<file path="src/hw/rtl/xml_escape_stream_core_defines.svh">
// ----------------------------------------------------------------------------
// XML escape stream assertion macros
// Shared concurrent assertion forms for the escape stream modules.
// ----------------------------------------------------------------------------
`ifndef XML_ESCAPE_STREAM_CORE_DEFINES_SVH
`define XML_ESCAPE_STREAM_CORE_DEFINES_SVH

// Same-cycle implication, disabled while reset is asserted.
`define XES_ASSERT_IMP(name, clk, rst_n, ante, cons, msg) \
    name: assert property (@(posedge clk) disable iff (!rst_n) (ante) |-> (cons)) \
        else $error(msg);

// Next-cycle implication, disabled while reset is asserted.
`define XES_ASSERT_NXT(name, clk, rst_n, ante, cons, msg) \
    name: assert property (@(posedge clk) disable iff (!rst_n) (ante) |=> (cons)) \
        else $error(msg);

`endif

</file>
<file path="src/hw/rtl/xes_pkg.sv">
// ----------------------------------------------------------------------------
// XML escape stream package
// Payload types, command format, character codes and the entity string table.
// ----------------------------------------------------------------------------
package xes_pkg;

    localparam logic ACTION_STRING = 1'b0;
    localparam logic ACTION_START  = 1'b1;

    localparam logic [1:0] MODE_TEXT  = 2'd0;
    localparam logic [1:0] MODE_ATTR  = 2'd1;
    localparam logic [1:0] MODE_CDATA = 2'd2;

    localparam logic REG_DOC_CAPACITY = 1'b0;

    localparam logic [7:0] CH_AMP    = 8'h26;
    localparam logic [7:0] CH_LT     = 8'h3C;
    localparam logic [7:0] CH_GT     = 8'h3E;
    localparam logic [7:0] CH_QUOT   = 8'h22;
    localparam logic [7:0] CH_APOS   = 8'h27;
    localparam logic [7:0] CH_RBRACK = 8'h5D;

    // Strings are left aligned in a 15-byte field; byte 0 sits at the top.
    localparam logic [119:0] STR_AMP    = {"&amp;", 80'h0};
    localparam logic [119:0] STR_LT     = {"&lt;", 88'h0};
    localparam logic [119:0] STR_GT     = {"&gt;", 88'h0};
    localparam logic [119:0] STR_QUOT   = {"&quot;", 72'h0};
    localparam logic [119:0] STR_APOS   = {"&#39;", 80'h0};
    localparam logic [119:0] STR_PREFIX = {"<![CDATA[", 48'h0};
    localparam logic [119:0] STR_SPLIT  = "]]]]><![CDATA[>";
    localparam logic [119:0] STR_SUFFIX = {"]]>", 96'h0};

    typedef struct packed {
        logic       action;
        logic [7:0] in_byte;
        logic       in_byte_valid;
        logic [1:0] escape_mode;
        logic       first_of_string;
        logic       last_of_string;
    } item_t;

    typedef struct packed {
        logic [7:0]  out_byte;
        logic        out_valid;
        logic        end_of_run;
        logic        overflowed;
        logic [16:0] bytes_used;
    } result_t;

    typedef enum logic [3:0] {
        UK_NONE,
        UK_RAW,
        UK_BRACKET,
        UK_AMP,
        UK_LT,
        UK_GT,
        UK_QUOT,
        UK_APOS,
        UK_SPLIT,
        UK_PREFIX,
        UK_SUFFIX
    } unit_kind_t;

    // One classified item as handed from the front end to the back end.
    typedef struct packed {
        logic       clear;
        logic       prefix;
        logic [1:0] brackets;
        unit_kind_t main_kind;
        logic [7:0] raw_byte;
        logic       suffix;
        logic       status;
    } cmd_t;

    function automatic logic [3:0] uk_len(unit_kind_t k);
        logic [3:0] n;
        case (k)
            UK_RAW:     n = 4'd1;
            UK_BRACKET: n = 4'd1;
            UK_AMP:     n = 4'd5;
            UK_LT:      n = 4'd4;
            UK_GT:      n = 4'd4;
            UK_QUOT:    n = 4'd6;
            UK_APOS:    n = 4'd5;
            UK_SPLIT:   n = 4'd15;
            UK_PREFIX:  n = 4'd9;
            UK_SUFFIX:  n = 4'd3;
            default:    n = 4'd0;
        endcase
        return n;
    endfunction

    function automatic logic [7:0] uk_char(unit_kind_t k, logic [3:0] i, logic [7:0] raw);
        logic [119:0] s;
        logic [7:0]   r;
        case (k)
            UK_AMP:    s = STR_AMP;
            UK_LT:     s = STR_LT;
            UK_GT:     s = STR_GT;
            UK_QUOT:   s = STR_QUOT;
            UK_APOS:   s = STR_APOS;
            UK_SPLIT:  s = STR_SPLIT;
            UK_PREFIX: s = STR_PREFIX;
            UK_SUFFIX: s = STR_SUFFIX;
            default:   s = '0;
        endcase
        if (k == UK_RAW) begin
            r = raw;
        end else if (k == UK_BRACKET) begin
            r = CH_RBRACK;
        end else if (i > 4'd14) begin
            r = '0;
        end else begin
            r = s[119 - 8 * int'(i) -: 8];
        end
        return r;
    endfunction

endpackage

</file>
<file path="src/hw/rtl/xes_fifo.sv">
// ----------------------------------------------------------------------------
// XML escape stream queue
// Small register queue with combinational head read and same-cycle push/pop.
// ----------------------------------------------------------------------------
module xes_fifo #(
    parameter int WIDTH = 8,
    parameter int DEPTH = 4
) (
    input  logic             clk,
    input  logic             rst_n,
    input  logic             push,
    input  logic [WIDTH-1:0] wdata,
    output logic             full,
    input  logic             pop,
    output logic [WIDTH-1:0] rdata,
    output logic             empty
);

    localparam int PW = (DEPTH > 1) ? $clog2(DEPTH) : 1;
    localparam int CW = $clog2(DEPTH + 1);

    logic [WIDTH-1:0] mem_reg [DEPTH];
    logic [PW-1:0]    wr_ptr_reg, wr_ptr_next;
    logic [PW-1:0]    rd_ptr_reg, rd_ptr_next;
    logic [CW-1:0]    count_reg, count_next;
    logic             do_push, do_pop;

    assign full    = (count_reg == CW'(DEPTH));
    assign empty   = (count_reg == '0);
    assign do_push = push && !full;
    assign do_pop  = pop && !empty;
    assign rdata   = mem_reg[rd_ptr_reg];

    always_comb
    begin
        wr_ptr_next = wr_ptr_reg;
        rd_ptr_next = rd_ptr_reg;
        count_next  = count_reg;
        if (do_push)
        begin
            wr_ptr_next = (wr_ptr_reg == PW'(DEPTH - 1)) ? '0 : wr_ptr_reg + PW'(1);
        end
        if (do_pop)
        begin
            rd_ptr_next = (rd_ptr_reg == PW'(DEPTH - 1)) ? '0 : rd_ptr_reg + PW'(1);
        end
        if (do_push && !do_pop)
        begin
            count_next = count_reg + CW'(1);
        end else if (do_pop && !do_push)
        begin
            count_next = count_reg - CW'(1);
        end
    end

    always_ff @(posedge clk or negedge rst_n)
    begin
        if (!rst_n)
        begin
            wr_ptr_reg <= '0;
            rd_ptr_reg <= '0;
            count_reg  <= '0;
        end else
        begin
            wr_ptr_reg <= wr_ptr_next;
            rd_ptr_reg <= rd_ptr_next;
            count_reg  <= count_next;
        end
    end

    always_ff @(posedge clk)
    begin
        if (do_push)
        begin
            mem_reg[wr_ptr_reg] <= wdata;
        end
    end

endmodule

</file>
<file path="src/hw/rtl/xes_front.sv">
// ----------------------------------------------------------------------------
// XML escape stream front end
// Accepts input items, tracks held CDATA brackets and builds unit commands.
// ----------------------------------------------------------------------------
module xes_front (
    input  logic           clk,
    input  logic           rst_n,
    input  logic           push,
    input  xes_pkg::item_t item,
    output logic           full,
    input  logic           cmd_full,
    output logic           cmd_push,
    output xes_pkg::cmd_t  cmd_wdata
);

    import xes_pkg::*;

    logic [1:0] held_reg, held_next;
    logic       accept;
    logic       present;
    logic [1:0] mode;
    logic       cdata;
    logic       attr;
    logic [1:0] held_start;
    logic [1:0] held_after;
    cmd_t       cmd;

    assign full   = cmd_full;
    assign accept = push && !cmd_full;

    always_comb
    begin
        mode       = (item.escape_mode == MODE_CDATA || item.escape_mode == MODE_ATTR)
                     ? item.escape_mode : MODE_TEXT;
        cdata      = (mode == MODE_CDATA);
        attr       = (mode == MODE_ATTR);
        // A new string drops brackets left over from an unfinished one.
        held_start = item.first_of_string ? 2'd0 : held_reg;
        held_after = held_start;
        cmd        = '0;
        cmd.main_kind = UK_NONE;
        cmd.raw_byte  = item.in_byte;

        if (item.action == ACTION_START)
        begin
            cmd.clear  = 1'b1;
            cmd.status = 1'b1;
            held_after = 2'd0;
        end else
        begin
            cmd.prefix = item.first_of_string && cdata;
            if (item.in_byte_valid)
            begin
                if (cdata)
                begin
                    if (item.in_byte == CH_RBRACK)
                    begin
                        if (held_start < 2'd2)
                        begin
                            held_after = held_start + 2'd1;
                        end else
                        begin
                            cmd.main_kind = UK_RAW;
                        end
                    end else if (item.in_byte == CH_GT && held_start == 2'd2)
                    begin
                        held_after    = 2'd0;
                        cmd.main_kind = UK_SPLIT;
                    end else
                    begin
                        cmd.brackets  = held_start;
                        held_after    = 2'd0;
                        cmd.main_kind = UK_RAW;
                    end
                end else
                begin
                    cmd.brackets = held_start;
                    held_after   = 2'd0;
                    if (item.in_byte == CH_AMP)
                    begin
                        cmd.main_kind = UK_AMP;
                    end else if (item.in_byte == CH_LT)
                    begin
                        cmd.main_kind = UK_LT;
                    end else if (item.in_byte == CH_GT)
                    begin
                        cmd.main_kind = UK_GT;
                    end else if (attr && item.in_byte == CH_QUOT)
                    begin
                        cmd.main_kind = UK_QUOT;
                    end else if (attr && item.in_byte == CH_APOS)
                    begin
                        cmd.main_kind = UK_APOS;
                    end else
                    begin
                        cmd.main_kind = UK_RAW;
                    end
                end
            end
            if (item.last_of_string)
            begin
                // Every bracket unit is a lone ']', so the end-of-string flush
                // merges with any flush ahead of the byte.
                cmd.brackets = cmd.brackets + held_after;
                held_after   = 2'd0;
                cmd.suffix   = cdata;
                cmd.status   = 1'b1;
            end
        end
        held_next = accept ? held_after : held_reg;
        present   = cmd.prefix || (cmd.brackets != 2'd0) || (cmd.main_kind != UK_NONE)
                    || cmd.suffix || cmd.status;
    end

    assign cmd_push  = accept && present;
    assign cmd_wdata = cmd;

    always_ff @(posedge clk or negedge rst_n)
    begin
        if (!rst_n)
        begin
            held_reg <= 2'd0;
        end else
        begin
            held_reg <= held_next;
        end
    end

endmodule

</file>
<file path="src/hw/rtl/xes_back.sv">
// ----------------------------------------------------------------------------
// XML escape stream back end
// Walks the units of each command, checks capacity and emits result bytes.
// ----------------------------------------------------------------------------
`include "xml_escape_stream_core_defines.svh"

module xes_back (
    input  logic             clk,
    input  logic             rst_n,
    input  logic [16:0]      cap,
    input  logic             cmd_empty,
    input  xes_pkg::cmd_t    cmd,
    output logic             cmd_pop,
    input  logic             res_full,
    output logic             res_push,
    output xes_pkg::result_t res_wdata
);

    import xes_pkg::*;

    typedef enum logic [2:0] {
        PH_PREFIX,
        PH_BRACKET,
        PH_MAIN,
        PH_SUFFIX,
        PH_STATUS,
        PH_NONE
    } phase_t;

    function automatic phase_t first_from(cmd_t c, phase_t p);
        phase_t r;
        r = PH_NONE;
        if (p <= PH_STATUS && c.status) r = PH_STATUS;
        if (p <= PH_SUFFIX && c.suffix) r = PH_SUFFIX;
        if (p <= PH_MAIN && c.main_kind != UK_NONE) r = PH_MAIN;
        if (p <= PH_BRACKET && c.brackets != 2'd0) r = PH_BRACKET;
        if (p <= PH_PREFIX && c.prefix) r = PH_PREFIX;
        return r;
    endfunction

    function automatic unit_kind_t phase_kind(cmd_t c, phase_t p);
        unit_kind_t k;
        case (p)
            PH_PREFIX:  k = UK_PREFIX;
            PH_BRACKET: k = UK_BRACKET;
            PH_MAIN:    k = c.main_kind;
            PH_SUFFIX:  k = UK_SUFFIX;
            default:    k = UK_NONE;
        endcase
        return k;
    endfunction

    phase_t      phase_reg, phase_next;
    logic [1:0]  brk_reg, brk_next;
    logic [3:0]  idx_reg, idx_next;
    logic        busy_reg, busy_next;
    logic [16:0] used_reg, used_next;
    logic        ovf_reg, ovf_next;

    logic        step;
    phase_t      ph, ph_plus, np;
    logic [1:0]  brk;
    logic [3:0]  idx;
    unit_kind_t  kind;
    logic [3:0]  len, nlen;
    logic [16:0] used_inc;
    logic        fits, next_fits;
    logic        is_status, is_unit;
    logic        emit, fail, last_byte, more_brk, end_byte, unit_done;

    always_comb
    begin
        step      = !cmd_empty && !res_full;
        ph        = busy_reg ? phase_reg : first_from(cmd, PH_PREFIX);
        brk       = busy_reg ? brk_reg : cmd.brackets;
        idx       = busy_reg ? idx_reg : 4'd0;
        kind      = phase_kind(cmd, ph);
        len       = uk_len(kind);
        used_inc  = used_reg + 17'd1;
        is_status = (ph == PH_STATUS);
        is_unit   = !is_status && (ph != PH_NONE);
        // A unit goes out whole or not at all; the check is made on its first byte.
        fits      = !ovf_reg && ({1'b0, used_reg} + 18'(len) <= {1'b0, cap});
        emit      = is_unit && (idx != 4'd0 || fits);
        fail      = is_unit && idx == 4'd0 && !fits;
        last_byte = (idx == len - 4'd1);

        more_brk  = (ph == PH_BRACKET) && (brk > 2'd1);
        ph_plus   = (ph == PH_NONE) ? PH_NONE : phase_t'(ph + 3'd1);
        np        = more_brk ? PH_BRACKET : first_from(cmd, ph_plus);
        nlen      = more_brk ? 4'd1 : uk_len(phase_kind(cmd, np));
        next_fits = ({1'b0, used_inc} + 18'(nlen) <= {1'b0, cap});
        // The last byte closes the run unless a status follows or the next unit fits.
        end_byte  = !cmd.status && (np == PH_NONE || !next_fits);
        unit_done = is_status || fail || (emit && last_byte) || (ph == PH_NONE);

        res_push  = step && (is_status || emit);
        res_wdata = '0;
        if (is_status)
        begin
            res_wdata.out_byte   = 8'd0;
            res_wdata.out_valid  = 1'b0;
            res_wdata.end_of_run = 1'b1;
            res_wdata.overflowed = cmd.clear ? 1'b0 : ovf_reg;
            res_wdata.bytes_used = cmd.clear ? 17'd0 : used_reg;
        end else
        begin
            res_wdata.out_byte   = uk_char(kind, idx, cmd.raw_byte);
            res_wdata.out_valid  = 1'b1;
            res_wdata.end_of_run = last_byte && end_byte;
            res_wdata.overflowed = ovf_reg;
            res_wdata.bytes_used = used_inc;
        end

        phase_next = phase_reg;
        brk_next   = brk_reg;
        idx_next   = idx_reg;
        busy_next  = busy_reg;
        used_next  = used_reg;
        ovf_next   = ovf_reg;
        cmd_pop    = 1'b0;
        if (step)
        begin
            if (is_status && cmd.clear)
            begin
                used_next = 17'd0;
                ovf_next  = 1'b0;
            end
            if (emit)
            begin
                used_next = used_inc;
            end
            if (fail)
            begin
                ovf_next = 1'b1;
            end
            if (!unit_done)
            begin
                phase_next = ph;
                brk_next   = brk;
                idx_next   = idx + 4'd1;
                busy_next  = 1'b1;
            end else if (more_brk)
            begin
                phase_next = PH_BRACKET;
                brk_next   = brk - 2'd1;
                idx_next   = 4'd0;
                busy_next  = 1'b1;
            end else if (np == PH_NONE)
            begin
                cmd_pop   = 1'b1;
                busy_next = 1'b0;
                idx_next  = 4'd0;
            end else
            begin
                phase_next = np;
                brk_next   = brk;
                idx_next   = 4'd0;
                busy_next  = 1'b1;
            end
        end
    end

    always_ff @(posedge clk or negedge rst_n)
    begin
        if (!rst_n)
        begin
            phase_reg <= PH_PREFIX;
            brk_reg   <= 2'd0;
            idx_reg   <= 4'd0;
            busy_reg  <= 1'b0;
            used_reg  <= 17'd0;
            ovf_reg   <= 1'b0;
        end else
        begin
            phase_reg <= phase_next;
            brk_reg   <= brk_next;
            idx_reg   <= idx_next;
            busy_reg  <= busy_next;
            used_reg  <= used_next;
            ovf_reg   <= ovf_next;
        end
    end

    `XES_ASSERT_IMP(a_byte_needs_room, clk, rst_n, res_push && res_wdata.out_valid, !ovf_reg, "document byte emitted while overflowed")
    `XES_ASSERT_NXT(a_used_counts_bytes, clk, rst_n, step && emit, used_reg == $past(used_inc), "byte count did not advance with an emitted byte")
    `XES_ASSERT_NXT(a_overflow_sticky, clk, rst_n, ovf_reg && !(step && is_status && cmd.clear), ovf_reg, "overflow flag dropped without a new document")
    `XES_ASSERT_IMP(a_status_closes_cmd, clk, rst_n, cmd_pop && cmd.status, ph == PH_STATUS, "command with a status retired before its status result")

endmodule

</file>
<file path="src/hw/rtl/xml_escape_stream_core.sv">
// ----------------------------------------------------------------------------
// XML escape stream core
// Streaming XML entity and CDATA escaper writing into a bounded document.
// ----------------------------------------------------------------------------
// Text bytes enter one transaction at a time and leave as escaped document
// bytes plus one status result after each string end or document start. An
// item that yields at most one result, such as a plain text byte, streams
// back to back with the next such item while the result queue has room. An
// item that expands into several results (an entity, the CDATA prefix, split
// sequence or suffix, released brackets, or a closing status) is walked unit
// by unit by the back-end sequencer, which emits one result per cycle while
// the result queue has room, but none for a unit turned away for lack of
// room. While it works, the input queue keeps absorbing items until it
// fills, and full then holds off push.
// ----------------------------------------------------------------------------
module xml_escape_stream_core #(
    parameter int MAX_DOC_BYTES = 65536,
    parameter int CMD_DEPTH     = 4,
    parameter int RES_DEPTH     = 4
) (
    input  logic             clk,
    input  logic             rst_n,
    // Input queue side: a transaction is accepted when push is high and full is low.
    input  logic             push,
    output logic             full,
    input  xes_pkg::item_t   item,
    // Result queue side: a transaction is accepted when pop is high and empty is low.
    output logic             empty,
    input  logic             pop,
    output xes_pkg::result_t result,
    // Configuration port.
    input  logic             psel,
    input  logic             penable,
    input  logic             pwrite,
    input  logic [2:0]       paddr,
    input  logic [31:0]      pwdata,
    output logic [31:0]      prdata,
    output logic             pready
);

    import xes_pkg::*;

    localparam int CMD_W = $bits(cmd_t);
    localparam int RES_W = $bits(result_t);

    // Reset capacity is 64 KiB, limited by the document maximum.
    localparam logic [16:0] CAP_RESET = (MAX_DOC_BYTES < 65536) ? 17'(MAX_DOC_BYTES) : 17'd65536;
    localparam logic [16:0] CAP_SAT   = (MAX_DOC_BYTES > 131071) ? 17'h1FFFF
                                                                 : 17'(MAX_DOC_BYTES);

    logic [16:0]      cap_reg, cap_next;
    logic             cfg_write;
    logic [16:0]      wr_value;

    logic             cmd_push, cmd_full, cmd_empty, cmd_pop;
    cmd_t             cmd_wdata, cmd_head;
    logic [CMD_W-1:0] cmd_rdata;

    logic             res_push, res_full;
    result_t          res_wdata;
    logic [RES_W-1:0] res_rdata;

    // The configuration port never waits. Writes land on the access phase, and
    // the written capacity is clipped to the document maximum.
    assign pready    = 1'b1;
    assign cfg_write = psel && penable && pwrite && pready && (paddr[2] == REG_DOC_CAPACITY);
    assign wr_value  = pwdata[16:0];
    assign prdata    = (paddr[2] == REG_DOC_CAPACITY) ? {15'd0, cap_reg} : 32'd0;

    always_comb
    begin
        cap_next = cap_reg;
        if (cfg_write)
        begin
            cap_next = ({15'd0, wr_value} > 32'(MAX_DOC_BYTES)) ? CAP_SAT : wr_value;
        end
    end

    always_ff @(posedge clk or negedge rst_n)
    begin
        if (!rst_n)
        begin
            cap_reg <= CAP_RESET;
        end else
        begin
            cap_reg <= cap_next;
        end
    end

    // The front end classifies each item into a command of output units and
    // keeps the count of CDATA brackets held back for the next byte.
    xes_front u_front (
        .clk       (clk),
        .rst_n     (rst_n),
        .push      (push),
        .item      (item),
        .full      (full),
        .cmd_full  (cmd_full),
        .cmd_push  (cmd_push),
        .cmd_wdata (cmd_wdata)
    );

    // Commands wait here, so the input side keeps moving during expansions.
    xes_fifo #(
        .WIDTH (CMD_W),
        .DEPTH (CMD_DEPTH)
    ) u_cmd_fifo (
        .clk   (clk),
        .rst_n (rst_n),
        .push  (cmd_push),
        .wdata (cmd_wdata),
        .full  (cmd_full),
        .pop   (cmd_pop),
        .rdata (cmd_rdata),
        .empty (cmd_empty)
    );

    assign cmd_head = cmd_t'(cmd_rdata);

    // The back end owns the byte count and the sticky overflow flag, and produces
    // one result per cycle while a command waits, the result queue has room and no unit is refused.
    xes_back u_back (
        .clk       (clk),
        .rst_n     (rst_n),
        .cap       (cap_reg),
        .cmd_empty (cmd_empty),
        .cmd       (cmd_head),
        .cmd_pop   (cmd_pop),
        .res_full  (res_full),
        .res_push  (res_push),
        .res_wdata (res_wdata)
    );

    // Results queue up here, so a stalled consumer does not stop the back end
    // until the queue is full.
    xes_fifo #(
        .WIDTH (RES_W),
        .DEPTH (RES_DEPTH)
    ) u_res_fifo (
        .clk   (clk),
        .rst_n (rst_n),
        .push  (res_push),
        .wdata (res_wdata),
        .full  (res_full),
        .pop   (pop),
        .rdata (res_rdata),
        .empty (empty)
    );

    assign result = result_t'(res_rdata);

endmodule
</file>
<file path="config.mk">
export PLATFORM = sky130hd
export DESIGN_NAME = xml_escape_stream_core
export DESIGN_NICKNAME = d
export VERILOG_FILES = /design/src/hw/rtl/xes_pkg.sv /design/src/hw/rtl/xes_fifo.sv /design/src/hw/rtl/xes_front.sv /design/src/hw/rtl/xes_back.sv /design/src/hw/rtl/xml_escape_stream_core.sv
export VERILOG_INCLUDE_DIRS = /design/src /design/src/hw/rtl
export SDC_FILE = /design/constraint.sdc
export NUM_CORES = 1
export LEC_CHECK = 0
export BUFFER_PORTS_ARGS = -buffer_cell sky130_fd_sc_hd__buf_2
export CORE_AREA = 2 2 156 158
export CTS_CLUSTER_DIAMETER = 150
export CTS_CLUSTER_SIZE = 14
export DETAILED_ROUTE_END_ITERATION = 8
export DIE_AREA = 0 0 158 160
export PLACE_DENSITY = 0.78
export RECOVER_POWER = 100
export SLEW_MARGIN = 20
export SYNTH_ARGS = -nofsm -noshare
export SYNTH_HDL_FRONTEND = slang
export SYNTH_SLANG_ARGS = --single-unit
</file>
<file path="constraint.sdc">
create_clock -name clk -period 11.1 [get_ports clk]
set_input_delay 1.11 -clock clk [delete_from_list [all_inputs] [get_ports clk]]
set_output_delay 1.11 -clock clk [all_outputs]
set_load 0.02 [all_outputs]
</file>
==> results.yml <==
die:
  ios: 119
  die_h_um: 160
  die_x_um: 158
  fp.coreArea_um2: 23800
  core.rowCount: 57
  dieArea_um2: 25300
  initial_core_util: 0.595
cts:
  clk_pin_slew_ns: 0.07
  cts-buffers-inserted: 21
  insertion_delay_ns: 0.51
  ctsRootBufferMaster: "clkbuf_16"
  post-cts-setup-buffers: 0
  cts_resized: 0
  cts_tree: "yes"
  ctsHoldBuffers: 0
  h-tree-depth: 1
  cts_max_path_buffers: 3
  clock-sinks: 245
worst_setup_path:
  reg2reg_to: "u_res_fifo.count_reg[2]"
  worstSetupEndpoint: "u_res_fifo.count_reg[2]"
  rrSetupSlack_ns: 1.12
  path_max_fanout: 16
  cp_top_family: "compound AO/OA/AOI/OAI gates"
  required_ns: 11.52
  critPathLaunchType: "flip-flop"
  cp.arrival_ns: 10.41
  slowest_delay_ns: 0.87
  path_depth: 31
  critPathKind: "reg2reg"
  slowest_stage: "dfrtp_1"
  rr_startpoint: "u_cmd_fifo.rd_ptr_reg[0]"
  worstSetupStartpoint: "u_cmd_fifo.rd_ptr_reg[0]"
  crit_buf_inv: 3
  cp-end-kind: "flip-flop"
  r2r_cells: 31
finish:
  drive_gt1_frac: 0.107
  final_cell_mix: "edfxtp_1, nor2_1, nand2_1"
  register_area_um2: 7050
  area_growth_pct: 7.47
  final_common_cell: "edfxtp_1"
  final_nets: 1399
  largest_register_ffs: 112
  finalNonFillerCells: 1608
  multi_input_area_um2: 6550
  fin_area_um2: 15200
  n_antenna_cell: 0
  fillers: 1944
global_route:
  track_usage: 0.250
  antenna_found_initial: 1
  grt_pass1_vias: 9343
  grt_max_degree: 62
  grt_pass1_wl_mm: 50.3
  grt_overflow_total: 0
placement:
  place.gp.congestion: 0.913
  dpl_cell_area_um2: 14800
  port-buffer-count: 85
  numPlacedInstances: 1571
  dp_hpwl_mm: 22.2
timing:
  rsz0062_at_grt: "false"
  fin_tns_setup_ns: 0
  tightestPinTransition_ns: 3.44
  fin_skew_ns: 0.0166
  relSlewSlack: -1.29
  final-setup-viol-count: 0
  max_freq_mhz: 100
  slew_violations: 94
  fin_crit_sh: 0.899
  hold_viol: 0
  period_minus_slack_ns: 9.98
synth:
  synthCells: 1209
  synth_warnings: 0
  yosysUniqueCellTypes: 97
  ys_async_sr_fraction: 0.249
  synth_edf_count: 184
  synth_seq_cells: 245
  ys_seq_area_frac: 0.497
  syn_area_um2: 14200
  synth_ff_type: "edfxtp_1"
  avgSynthCellArea_um2: 11.7
route:
  routedWlPerCell_um: 19.5
  drc: 0
  final_antenna_net_count: 0
  wirelength_mm: 31.4
  via_count: 9935
  drt-initial-drc-count: 912
  firstDrtPassIters: 5
  vias_per_cell: 6.18
status:
  status: "finished with violations"
  violations: "max-capacitance violations, max-slew violations"
flow_run:
  maxCapViolCount: 2
power:
  powerDensity_nw_per_um2: 300
  ir_worst_vdd_v: 0.000194
  p_leak_nw: 5.70
  fin_total_pwr_w: 0.00458
min_path:
  min_path_type: "reg2reg"
[power by group]
part / switching (W) / internal, W / leakage (nW)
Clock: 0.000310 / 0.000356 / 0.281
Sequential: 0.000144 / 0.00123 / 2.48
Combinational: 0.00152 / 0.00102 / 2.93
[cell type report]
| cell class | instances | share of cell area |
|---|---|---|
| clock buffer | 36 | 0.0382 |
| clock inverter | 1 | 0.000575 |
| inverter | 54 | 0.0133 |
| multi-input combinational | 849 | 0.430 |
| sequential | 245 | 0.463 |
| tap | 324 | 0.0266 |
| timing repair buffer | 99 | 0.0286 |
[Yosys cell counts (11+ instances only)]
cell type  number  area share
edfxtp_1      184        0.39
nand2b_1       16      0.0071
mux4_2         41       0.065
dfrtp_1        60        0.11
a21o_1         14      0.0074
nor2_1         98       0.026
inv_1          53       0.014
buf_4          16      0.0085
nand2_1        79       0.021
nor3_1         25      0.0088
ha_1           69       0.061
nand3_1        32       0.011
clkbuf_1       40       0.011
a211oi_1       11      0.0058
xnor2_1        37       0.023
xor2_1         24       0.015
o21ai_0        60       0.021
mux2i_1        11      0.0078
a21oi_1        72       0.025
nand4_1        12      0.0053
a22o_1         28       0.017
and2_1         14      0.0062
[worst register-to-register path: cells and delay by family (launching register included)]
kind / cells / cell delay (ns)
AOI/OAI and AO/OA: 9 / 2.68
and+or+nand+nor: 9 / 2.31
adders and majority gates: 6 / 2.11
muxes: 1 / 0.67
xor gates and xnor gates: 3 / 0.47
buffers and inverters: 3 / 0.81
DFF: 1 / 0.87
[stage by stage]
stage / util / hold WS [ns] / setup slack [ns]
4_1_cts: 0.645 / 0.490 / 1.33
2_1_floorplan: - / 0.450 / 3.18
6_report: 0.640 / 0.488 / 1.12
5_1_grt: 0.640 / 0.516 / 0.404
3_5_place_dp: 0.620 / 0.476 / 1.42
3_3_place_gp: 0.620 / 0.465 / 1.52
[cells by family after synthesis]
kind of cell | synth area share
and+or+nand+nor | 0.118
AOI/OAI and AO/OA | 0.147
DFF | 0.497
buffers and inverters | 0.0432
adders and majority gates | 0.0672
muxes | 0.0875
xor gates and xnor gates | 0.0393
other | 0.000530
[layer usage]
layer,GRT usage,part of all wire,vias up
met1,0.372,0.44,4823
met5,0,0.00041,-
li1,-,-,4655
met3,0.0326,0.071,60
met4,0.0565,0.020,2
met2,0.396,0.47,395
[how the worst min path moves through the flow]
| stage | slack (ns) | endpoint | cells past startpoint | start |
|---|---|---|---|---|
| floorplan | 0.45 | u_front.held_reg[1] | 2 | u_front.held_reg[1] |
| global placement | 0.46 | cap_reg[2] | 2 | cap_reg[2] |
| detailed placement | 0.48 | cap_reg[1] | 2 | cap_reg[1] |
| CTS | 0.49 | cap_reg[1] | 2 | cap_reg[1] |
| global route | 0.52 | u_front.held_reg[1] | 2 | u_front.held_reg[1] |
| finish | 0.49 | cap_reg[1] | 2 | cap_reg[1] |
(Power assumes the default switching activity.)
